===== src/design/tfd_pkg.sv =====
// Shared types, codes and bit-widening helpers for the texel format decoder.
package tfd_pkg;

	localparam int unsigned CFG_IDX_W  = 1;
	localparam int unsigned CFG_DATA_W = 4;

	typedef enum logic [CFG_IDX_W-1:0] {
		CFG_TEXTURE_FORMAT = 1'b0,
		CFG_ALPHA_DISABLED = 1'b1
	} cfg_idx_e;

	typedef enum logic [3:0] {
		FMT_RGBA8    = 4'd0,
		FMT_RGB8     = 4'd1,
		FMT_RGBA5551 = 4'd2,
		FMT_RGB565   = 4'd3,
		FMT_RGBA4    = 4'd4,
		FMT_IA8      = 4'd5,
		FMT_RG8      = 4'd6,
		FMT_I8       = 4'd7,
		FMT_A8       = 4'd8,
		FMT_IA4      = 4'd9,
		FMT_I4       = 4'd10,
		FMT_A4       = 4'd11,
		FMT_ETC1     = 4'd12,
		FMT_ETC1A4   = 4'd13
	} fmt_e;

	typedef struct packed {
		logic [3:0] texture_format;
		logic       alpha_disabled;
	} cfg_t;

	typedef struct packed {
		logic [7:0] red;
		logic [7:0] green;
		logic [7:0] blue;
		logic [7:0] alpha;
	} pixel_t;

	typedef struct packed {
		logic [7:0] red;
		logic [7:0] green;
		logic [7:0] blue;
	} rgb_t;

	localparam logic [7:0] CHAN_MAX = 8'hFF;

	function automatic logic [7:0] w4(input logic [3:0] v);
		return {v, v};
	endfunction

	function automatic logic [7:0] w5(input logic [4:0] v);
		return {v, v[4:2]};
	endfunction

	function automatic logic [7:0] w6(input logic [5:0] v);
		return {v, v[5:4]};
	endfunction

	// ETC1 modifier magnitudes, indexed by table and the texel's low index bit
	function automatic logic [7:0] etc_mod(input logic [2:0] tbl, input logic sel);
		logic [7:0] lo;
		logic [7:0] hi;
		unique case (tbl)
			3'd0: begin lo = 8'd2;  hi = 8'd8;   end
			3'd1: begin lo = 8'd5;  hi = 8'd17;  end
			3'd2: begin lo = 8'd9;  hi = 8'd29;  end
			3'd3: begin lo = 8'd13; hi = 8'd42;  end
			3'd4: begin lo = 8'd18; hi = 8'd60;  end
			3'd5: begin lo = 8'd24; hi = 8'd80;  end
			3'd6: begin lo = 8'd33; hi = 8'd106; end
			3'd7: begin lo = 8'd47; hi = 8'd183; end
			default: begin lo = 8'd0; hi = 8'd0; end
		endcase
		return sel ? hi : lo;
	endfunction

endpackage


===== src/design/tfd_if.sv =====
// Valid/ready channels carrying texel requests and decoded colors.
interface tfd_in_if;
	logic        valid;
	logic        ready;
	logic [63:0] texel_bytes;
	logic [63:0] alpha_block;
	logic [1:0]  col_in_block;
	logic [1:0]  row_in_block;
	logic        odd_texel;

	modport source (output valid, texel_bytes, alpha_block, col_in_block, row_in_block,
		odd_texel, input ready);
	modport sink (input valid, texel_bytes, alpha_block, col_in_block, row_in_block,
		odd_texel, output ready);
endinterface

interface tfd_out_if;
	logic       valid;
	logic       ready;
	logic [7:0] red;
	logic [7:0] green;
	logic [7:0] blue;
	logic [7:0] alpha;

	modport source (output valid, red, green, blue, alpha, input ready);
	modport sink (input valid, red, green, blue, alpha, output ready);
endinterface


===== src/design/tfd_etc1.sv =====
// ETC1 color decode of one texel from a 64-bit color block.
module tfd_etc1 (
	input  logic [63:0]   blk,
	input  logic [1:0]    col,
	input  logic [1:0]    row,
	output tfd_pkg::rgb_t rgb
);

	logic [3:0] texel;
	logic       second;
	logic [2:0] tbl;
	logic [7:0] mag;
	logic       neg;
	logic       diff;
	logic [7:0] base [3];
	logic [7:0] chan [3];

	localparam int unsigned SHIFT [3] = '{56, 48, 40};

	always_comb begin
		texel  = {col, row};
		second = blk[32] ? row[1] : col[1];
		tbl    = second ? blk[36:34] : blk[39:37];
		mag    = tfd_pkg::etc_mod(tbl, blk[texel]);
		neg    = blk[5'd16 + {1'b0, texel}];
		diff   = blk[33];
	end

	for (genvar c = 0; c < 3; c++) begin : g_chan
		logic [4:0] b5;
		logic [4:0] d5;
		logic [9:0] sum;

		always_comb begin
			// differential: 5-bit base plus signed 3-bit delta, wrapping
			d5 = {{2{blk[SHIFT[c]+2]}}, blk[SHIFT[c]+2 -: 3]};
			b5 = blk[SHIFT[c]+7 -: 5] + (second ? d5 : 5'd0);
			if (diff) begin
				base[c] = tfd_pkg::w5(b5);
			end else if (second) begin
				base[c] = tfd_pkg::w4(blk[SHIFT[c]+3 -: 4]);
			end else begin
				base[c] = tfd_pkg::w4(blk[SHIFT[c]+7 -: 4]);
			end
			sum = neg ? ({2'b00, base[c]} - {2'b00, mag}) : ({2'b00, base[c]} + {2'b00, mag});
			if (sum[9]) begin
				chan[c] = 8'd0;
			end else if (sum[8]) begin
				chan[c] = tfd_pkg::CHAN_MAX;
			end else begin
				chan[c] = sum[7:0];
			end
		end
	end

	assign rgb = '{red: chan[0], green: chan[1], blue: chan[2]};

endmodule


===== src/design/tfd_fmt.sv =====
// Per-format channel extraction and widening to RGBA8.
module tfd_fmt (
	input  tfd_pkg::cfg_t   cfg,
	input  logic [63:0]     texel_bytes,
	input  logic [63:0]     alpha_block,
	input  logic [1:0]      col,
	input  logic [1:0]      row,
	input  logic            odd,
	input  tfd_pkg::rgb_t   etc_rgb,
	output tfd_pkg::pixel_t px
);

	logic [7:0]  b0, b1, b2, b3;
	logic [15:0] h;
	logic        da;
	logic [7:0]  nib;
	logic [7:0]  etc_a;

	always_comb begin
		b0  = texel_bytes[7:0];
		b1  = texel_bytes[15:8];
		b2  = texel_bytes[23:16];
		b3  = texel_bytes[31:24];
		h   = texel_bytes[15:0];
		da  = cfg.alpha_disabled;
		nib = tfd_pkg::w4(odd ? b0[7:4] : b0[3:0]);
		// alpha nibbles run column-major, same order as the ETC1 texel index
		etc_a = tfd_pkg::w4(alpha_block[{col, row, 2'b00} +: 4]);

		px = '0;
		unique case (cfg.texture_format)
			tfd_pkg::FMT_RGBA8: begin
				px = '{b3, b2, b1, da ? tfd_pkg::CHAN_MAX : b0};
			end
			tfd_pkg::FMT_RGB8: begin
				px = '{b2, b1, b0, tfd_pkg::CHAN_MAX};
			end
			tfd_pkg::FMT_RGBA5551: begin
				px = '{tfd_pkg::w5(h[15:11]), tfd_pkg::w5(h[10:6]), tfd_pkg::w5(h[5:1]),
					(da || h[0]) ? tfd_pkg::CHAN_MAX : 8'd0};
			end
			tfd_pkg::FMT_RGB565: begin
				px = '{tfd_pkg::w5(h[15:11]), tfd_pkg::w6(h[10:5]), tfd_pkg::w5(h[4:0]),
					tfd_pkg::CHAN_MAX};
			end
			tfd_pkg::FMT_RGBA4: begin
				px = '{tfd_pkg::w4(h[15:12]), tfd_pkg::w4(h[11:8]), tfd_pkg::w4(h[7:4]),
					da ? tfd_pkg::CHAN_MAX : tfd_pkg::w4(h[3:0])};
			end
			tfd_pkg::FMT_IA8: begin
				px = da ? {b1, b0, 8'd0, tfd_pkg::CHAN_MAX} : {b1, b1, b1, b0};
			end
			tfd_pkg::FMT_RG8: begin
				px = '{b1, b0, 8'd0, tfd_pkg::CHAN_MAX};
			end
			tfd_pkg::FMT_I8: begin
				px = '{b0, b0, b0, tfd_pkg::CHAN_MAX};
			end
			tfd_pkg::FMT_A8: begin
				px = da ? {b0, b0, b0, tfd_pkg::CHAN_MAX} : {8'd0, 8'd0, 8'd0, b0};
			end
			tfd_pkg::FMT_IA4: begin
				px = da ? {tfd_pkg::w4(b0[7:4]), tfd_pkg::w4(b0[3:0]), 8'd0, tfd_pkg::CHAN_MAX}
				        : {tfd_pkg::w4(b0[7:4]), tfd_pkg::w4(b0[7:4]), tfd_pkg::w4(b0[7:4]),
				            tfd_pkg::w4(b0[3:0])};
			end
			tfd_pkg::FMT_I4: begin
				px = '{nib, nib, nib, tfd_pkg::CHAN_MAX};
			end
			tfd_pkg::FMT_A4: begin
				px = da ? {nib, nib, nib, tfd_pkg::CHAN_MAX} : {8'd0, 8'd0, 8'd0, nib};
			end
			tfd_pkg::FMT_ETC1: begin
				px = '{etc_rgb.red, etc_rgb.green, etc_rgb.blue, tfd_pkg::CHAN_MAX};
			end
			tfd_pkg::FMT_ETC1A4: begin
				px = '{etc_rgb.red, etc_rgb.green, etc_rgb.blue,
					da ? tfd_pkg::CHAN_MAX : etc_a};
			end
			default: begin
				px = '0;
			end
		endcase
	end

endmodule


===== src/design/texel_format_decoder.sv =====
// Texel format decoder: raw texel bytes or ETC1 block to one RGBA8 color.
//
// Takes one texel request per clock and returns its RGBA8 color from the
// result register when the output is not stalled. Requests pass through an
// input register, one pass of format decode (including the full ETC1 base,
// modifier and clamp path), and a result register; while a finished color
// waits on the output, the input register can still take one request, after
// which the input stalls. Sustained rate is one texel per clock while the
// output is not stalled. Format and alpha mode come from the write port and
// should only change while no request is in flight.
module texel_format_decoder (
	input  logic                             clk,
	input  logic                             arst_n,
	input  logic                             cfg_we,
	input  logic [tfd_pkg::CFG_IDX_W-1:0]    cfg_index,
	input  logic [tfd_pkg::CFG_DATA_W-1:0]   cfg_wdata,
	tfd_in_if.sink                           texel,
	tfd_out_if.source                        color
);

	tfd_pkg::cfg_t   cfg_q;
	logic            valid_s1;
	logic [63:0]     tb_s1;
	logic [63:0]     ab_s1;
	logic [1:0]      col_s1;
	logic [1:0]      row_s1;
	logic            odd_s1;
	logic            valid_s2;
	tfd_pkg::pixel_t px_s2;
	tfd_pkg::rgb_t   etc_rgb;
	tfd_pkg::pixel_t px;
	logic            s2_free;
	logic            s1_adv;

	always_ff @(posedge clk or negedge arst_n) begin
		if (!arst_n) begin
			cfg_q <= '0;
		end else if (cfg_we) begin
			unique case (cfg_index)
				tfd_pkg::CFG_TEXTURE_FORMAT: cfg_q.texture_format <= cfg_wdata[3:0];
				tfd_pkg::CFG_ALPHA_DISABLED: cfg_q.alpha_disabled <= cfg_wdata[0];
				default: ;
			endcase
		end
	end

	assign s2_free     = !valid_s2 || color.ready;
	assign s1_adv      = valid_s1 && s2_free;
	assign texel.ready = !valid_s1 || s2_free;

	always_ff @(posedge clk or negedge arst_n) begin
		if (!arst_n) begin
			valid_s1 <= 1'b0;
		end else if (texel.ready) begin
			valid_s1 <= texel.valid;
		end
	end

	always_ff @(posedge clk) begin
		if (texel.valid && texel.ready) begin
			tb_s1  <= texel.texel_bytes;
			ab_s1  <= texel.alpha_block;
			col_s1 <= texel.col_in_block;
			row_s1 <= texel.row_in_block;
			odd_s1 <= texel.odd_texel;
		end
	end

	tfd_etc1 u_etc1 (
		.blk (tb_s1),
		.col (col_s1),
		.row (row_s1),
		.rgb (etc_rgb)
	);

	tfd_fmt u_fmt (
		.cfg         (cfg_q),
		.texel_bytes (tb_s1),
		.alpha_block (ab_s1),
		.col         (col_s1),
		.row         (row_s1),
		.odd         (odd_s1),
		.etc_rgb     (etc_rgb),
		.px          (px)
	);

	always_ff @(posedge clk or negedge arst_n) begin
		if (!arst_n) begin
			valid_s2 <= 1'b0;
		end else if (s2_free) begin
			valid_s2 <= valid_s1;
		end
	end

	always_ff @(posedge clk) begin
		if (s1_adv) begin
			px_s2 <= px;
		end
	end

	assign color.valid = valid_s2;
	assign color.red   = px_s2.red;
	assign color.green = px_s2.green;
	assign color.blue  = px_s2.blue;
	assign color.alpha = px_s2.alpha;

endmodule


===== src/flat_wrapper.sv =====
// flat-port wrapper written by rule: the top's interface ports become plain ports
module texel_format_decoder_flat 
  (clk, arst_n, cfg_we, cfg_index, cfg_wdata, texel_valid, texel_texel_bytes, texel_alpha_block, texel_col_in_block, texel_row_in_block, texel_odd_texel, texel_ready, color_valid, color_red, color_green, color_blue, color_alpha, color_ready);
  tfd_in_if texel_i ();
  tfd_out_if color_i ();
  input  logic clk;
  input  logic arst_n;
  input  logic cfg_we;
  input  logic [tfd_pkg::CFG_IDX_W-1:0] cfg_index;
  input  logic [tfd_pkg::CFG_DATA_W-1:0] cfg_wdata;
  input wire logic [$bits(texel_i.valid)-1:0] texel_valid;
  input wire logic [$bits(texel_i.texel_bytes)-1:0] texel_texel_bytes;
  input wire logic [$bits(texel_i.alpha_block)-1:0] texel_alpha_block;
  input wire logic [$bits(texel_i.col_in_block)-1:0] texel_col_in_block;
  input wire logic [$bits(texel_i.row_in_block)-1:0] texel_row_in_block;
  input wire logic [$bits(texel_i.odd_texel)-1:0] texel_odd_texel;
  output wire logic [$bits(texel_i.ready)-1:0] texel_ready;
  output wire logic [$bits(color_i.valid)-1:0] color_valid;
  output wire logic [$bits(color_i.red)-1:0] color_red;
  output wire logic [$bits(color_i.green)-1:0] color_green;
  output wire logic [$bits(color_i.blue)-1:0] color_blue;
  output wire logic [$bits(color_i.alpha)-1:0] color_alpha;
  input wire logic [$bits(color_i.ready)-1:0] color_ready;
  assign texel_i.valid = texel_valid;
  assign texel_i.texel_bytes = texel_texel_bytes;
  assign texel_i.alpha_block = texel_alpha_block;
  assign texel_i.col_in_block = texel_col_in_block;
  assign texel_i.row_in_block = texel_row_in_block;
  assign texel_i.odd_texel = texel_odd_texel;
  assign texel_ready = texel_i.ready;
  assign color_valid = color_i.valid;
  assign color_red = color_i.red;
  assign color_green = color_i.green;
  assign color_blue = color_i.blue;
  assign color_alpha = color_i.alpha;
  assign color_i.ready = color_ready;
  texel_format_decoder u_core (.clk(clk), .arst_n(arst_n), .cfg_we(cfg_we), .cfg_index(cfg_index), .cfg_wdata(cfg_wdata), .texel(texel_i), .color(color_i));
endmodule

===== config.mk =====
export PLATFORM = sky130hd
export DESIGN_NAME = texel_format_decoder_flat
export DESIGN_NICKNAME = d
export VERILOG_FILES = /design/src/design/tfd_pkg.sv /design/src/design/tfd_if.sv /design/src/design/tfd_etc1.sv /design/src/design/tfd_fmt.sv /design/src/design/texel_format_decoder.sv /design/src/flat_wrapper.sv
export SDC_FILE = /design/constraint.sdc
export NUM_CORES = 1
export LEC_CHECK = 0
export BUFFER_PORTS_ARGS = -buffer_cell sky130_fd_sc_hd__buf_2
export CAP_MARGIN = 25
export CORE_MARGIN = 2
export CORE_UTILIZATION = 50
export DETAILED_ROUTE_END_ITERATION = 10
export PLACE_DENSITY = 0.72
export SYNTH_ARGS = -nofsm -noshare
export SYNTH_HDL_FRONTEND = slang
export SYNTH_SLANG_ARGS = --single-unit

===== constraint.sdc =====
create_clock -name clk -period 12.2 [get_ports clk]
set_input_delay 2.44 -clock clk [delete_from_list [all_inputs] [get_ports clk]]
set_output_delay 2.44 -clock clk [all_outputs]
set_load 0.01 [all_outputs]

==> results by stage <==
Synthesis:
- Of the post-synthesis cell area, the dominant cell type holds 43.7%.
- Yosys mapped the design onto 71 distinct sky130hd cell types.
- The sequential cell area fraction in the yosys report is a little under half.
- The dominant synthesized flop cell is edfxtp_1.
- The most used standard cell by instance count after synthesis is edfxtp_1.
- The cell area after technology mapping is 11400 um2.
- The number of nets produced by synthesis is 1247.
- By count the netlist is led by 165 x edfxtp_1, 76 x nor2_1, 74 x a21oi_1.
- Counting flops with a built-in enable in the synthesized netlist gives 165.
- The async set-reset flop share out of synthesis is 4.07%.
- The number of cells produced by synthesis is 1037.
- The number of register bits inferred by synthesis is 172.
- The mean instance size in the synthesized netlist is 10.9 um2.
- By area the synthesized netlist is led by edfxtp_1 44%, ha_1 6.4%, mux4_1 4.2%, a21oi_1 3.3%, o21ai_0 2.8%.
- The synthesized design spends more area on one cell type than any other, namely edfxtp_1.
- The total of warnings raised by yosys is 0.

Route:
- Wires add up to 29000 um.
- The via count normalized by instance count is 6.11.
- The length of the first detailed-routing pass in iterations is 5.
- In the routed design, unresolved DRC markers number 0.
- The routed wire length per instance is between 15 and 20 um.
- In this run the remaining antenna-violating nets after routing total 0.
- The via count of the routed design is 8987.
- The number of design-rule violations left by the first detailed-router iteration is about 940.

Place:
- The cell total after placement is 1440.
- Port buffering added 176 buffers.
- The routability congestion estimate from global placement is 1.01.
- The placement-stage cell area is ~12000 um2.
- The final HPWL from detailed placement is 21600 um.

Power and ir drop:
- Of the total power, registers draw 36.6%.
- The leakage power is 5.23 nW.
- The part of the total power dissipated in the clock network is between 20 and 30%.
- The total power after layout is 0.00209 W.
- Per report_power, the combinational group accounts for 35.1% of the total.
- The total power per unit cell area is 161 nW/um2.
- Across the VDD grid, the largest voltage drop is 0.000111 V.
- In this run the power spent charging and discharging nets is ~0.00078 W.
- Of the total power, the share spent switching nets is a little under two fifths.
- The internal power of the cells totals 0.00131 W.

Layout:
- The proportion of layout cells with a drive suffix above 1 is 21.8%.
- Once layout is complete, the cells apart from fillers number 1472.
- The final layout contains around 1400 nets.
- Once layout is done, the placed cells without fillers occupy between 10000 and 15000 um2.
- The number of antenna diodes in the final layout is 0.
- From synthesis to final layout, the design area changed by 14.6%.

Setup path:
- The worst setup path is launched from an input port.
- Broken down by cell family, the worst path's largest delay share belongs to buffers and inverters.
- The setup slack of the worst register-to-register path is about 7.1 ns.
- The kind of end point of the critical path is an output port.
- Walking the worst path, the cells encountered are buf_2 > nand3b_1 > buf_2.
- The required time of the worst setup path is 9.76 ns.
- In this run the critical register-to-register path is captured at u_core.color.blue[2].
- The worst setup path category is in2out.
- The cell repeated most along the worst path is buf_2.
- The critical-path cell with the highest stage delay is nand3b_1.
- The critical-path maximum fanout is 3.
- The largest incremental delay on the critical path is 0.18 ns.
- Counting cells, the worst reg-to-reg path comes to 18.
- The startpoint of the worst-slack reg-to-reg timing path is u_core.row_s1[1].
- The number of buffer and inverter stages on the critical path is 2.
- STA puts the critical path data arrival time at 2.88 ns.

Floorplan:
- Once the floorplan was initialized, standard cells occupied 50.6% of the core.
- The area of the core is roughly 22000 um2.
- During I/O placement, the number of pins put on the boundary was 177.
- The horizontal extent of the die is 155 um.
- Measured along the y axis, the die boundary spans 155 um.
- The full die area is 23900 um2.
- Row generation in the floorplan step produced 55 rows.

Clocking:
- The number of buffers inserted by hold repair at cts is 0.
- The clock passes through at most 2 buffers.
- The clock tree synthesis step divided the H-tree into 4 levels.
- Clock latency on the worst-skew pair, taken at its later pin, is between 0.4 and 0.5 ns.
- In this run the post-CTS setup repair buffer count came out at 0.
- The cell sitting at the root of the clock tree is a clkbuf_16.
- The number of buffers added by the clock tree synthesis step is 17.
- Clock tree synthesis found a total of 172 sinks.
- Once the clock tree was built, the resizer swapped 0 gates to a different size.
- TritonCTS built the clock tree.
- The clock-pin slew reported for the worst setup and hold paths after clock tree synthesis is 0.08 ns.

GRT:
- Global routing finished with a remaining overflow of 0.
- Entering global routing, the biggest net connects 84 pins.
- Global routing used between 5 and 6% of the available met3 tracks.
- In this run the most used layer during global routing was met2.
- In the global route stage, met1 resource usage came out at approximately a third.
- The global-route wire length before repair is 45000 um.
- Global routing used 24.3% of the available tracks.
- The number of antenna violations at the first check in global routing was 2.
- The number of global-route vias before repair was 8457.
- Global routing consumed, on the met2 layer, 37.6% of the routing resources.

Timing:
- The smallest clock period supported by the final layout is computed as around 5.3 ns.
- The final-layout setup total negative slack is 0 ns.
- In this run the tightest slew margin relative to its limit is 29.5%.
- The total count of max-transition violations in the final report is 0.
- The total setup violations reported at the end of the flow is 0.
- Timing would allow up to 188 MHz.
- Dividing the final minimum period by the clock period gives 43.6%.
- Across all hold checks on the routed design, the worst slack comes to 0.485 ns.
- The transition at the pin with the smallest max-transition slack is 1.06 ns.
- The final hold violation count was 0.
- The worst setup skew after layout is 0.0155 ns.
- Setup repair after global routing left no endpoint under its margin.

Flow run:
- The number of max-cap violations is 0.

Outcome:
- The run finished with clean final reports.

Hold path:
- Counting instances, the worst hold path has a depth of 1.
- The critical hold path startpoint is u_core.valid_s1.
- The worst hold path belongs to the class reg2reg.
- The worst hold path terminates at u_core.color.valid.
## layout by cell type (no fill, tap or decap), drive strengths merged, types with 22 or more instances in the layout
| cell | Yosys | routed |
|---|---|---|
| xnor2 | 29 | 29 |
| buf | 25 | 185 |
| nor2 | 77 | 77 |
| nand3 | 22 | 22 |
| mux4 | 30 | 30 |
| ha | 58 | 58 |
| edfxtp | 165 | 165 |
| a21oi | 74 | 74 |
| mux2i | 23 | 23 |
| nand2 | 70 | 70 |
| inv | 49 | 60 |
| o21ai | 68 | 68 |
| nor3 | 22 | 22 |
## routing by layer
metal  vias to the layer above  routed length [um]
met1                      4245               12300
met2                       445               13300
met5                         -                   5
met3                        60                2610
li1                       4235                   -
met4                         2                 805
## registers in the layout, summed over array words and instances (netlist names)
| register | cells |
|---|---|
| u_core.odd_s1 | 1 |
| u_core.row_s1 | 2 |
| u_core.color.valid | 1 |
| u_core.tb_s1 | 64 |
| u_core.color.red | 8 |
| u_core.ab_s1 | 64 |
| u_core.color.blue | 8 |
| u_core.valid_s1 | 1 |
| u_core.color.green | 8 |
| u_core.col_s1 | 2 |
| u_core.color.alpha | 8 |
| u_core.cfg_q | 5 |
## how the worst max path moves through the flow
stage                           startpoint              endpoint  slack, ns  cells after the start
after global routing      u_core.col_s1[1]  u_core.color.blue[2]       6.63                     17
after CTS                      color_ready           texel_ready       6.88                      3
after detailed placement       color_ready           texel_ready       6.88                      3
final                          color_ready           texel_ready       6.88                      3
after global placement         color_ready           texel_ready       6.89                      3
after floorplan                color_ready       u_core.ab_s1[0]       5.98                      2
## per-stage QoR
stage          setup WS, ns  util, %
4_1_cts                6.88     58.0
3_5_place_dp           6.88     55.0
5_1_grt                6.63     58.0
6_report               6.88     58.0
3_3_place_gp           6.89     55.0
2_1_floorplan          5.98        -
## power groups by stage
stage	clock (W)	combinational, W	sequential, W
after CTS	0.000603	0.000724	0.000764
final	0.000591	0.000733	0.000766
after detailed placement	0	0.000719	0.000778
after global placement	0	0.000712	0.000776
after global routing	0.000620	0.000799	0.000771
after floorplan	0	0.000524	0.000763
## cells by family after synthesis
kind of cell | count (synthesis) | share of synthesized area [%]
adder cells (fa/ha/maj) | 67 | 7.98
flip-flops | 172 | 45.2
AND/OR/NAND/NOR | 275 | 11.6
multiplexers | 70 | 10.4
AO/OA/AOI/OAI | 291 | 16.9
XOR/XNOR | 46 | 3.55
buffers and inverters | 116 | 4.39
## cell type report
class                      instances  area, um2
sequential                       172       5130
timing repair buffer             185        948
inverter                          49        184
fill                            1894       9430
multi-input combinational        749       5730
tap                              285        357
clock buffer                      17        425
clock inverter                    15        230
Note: power is estimated with default switching activity, not from simulation.
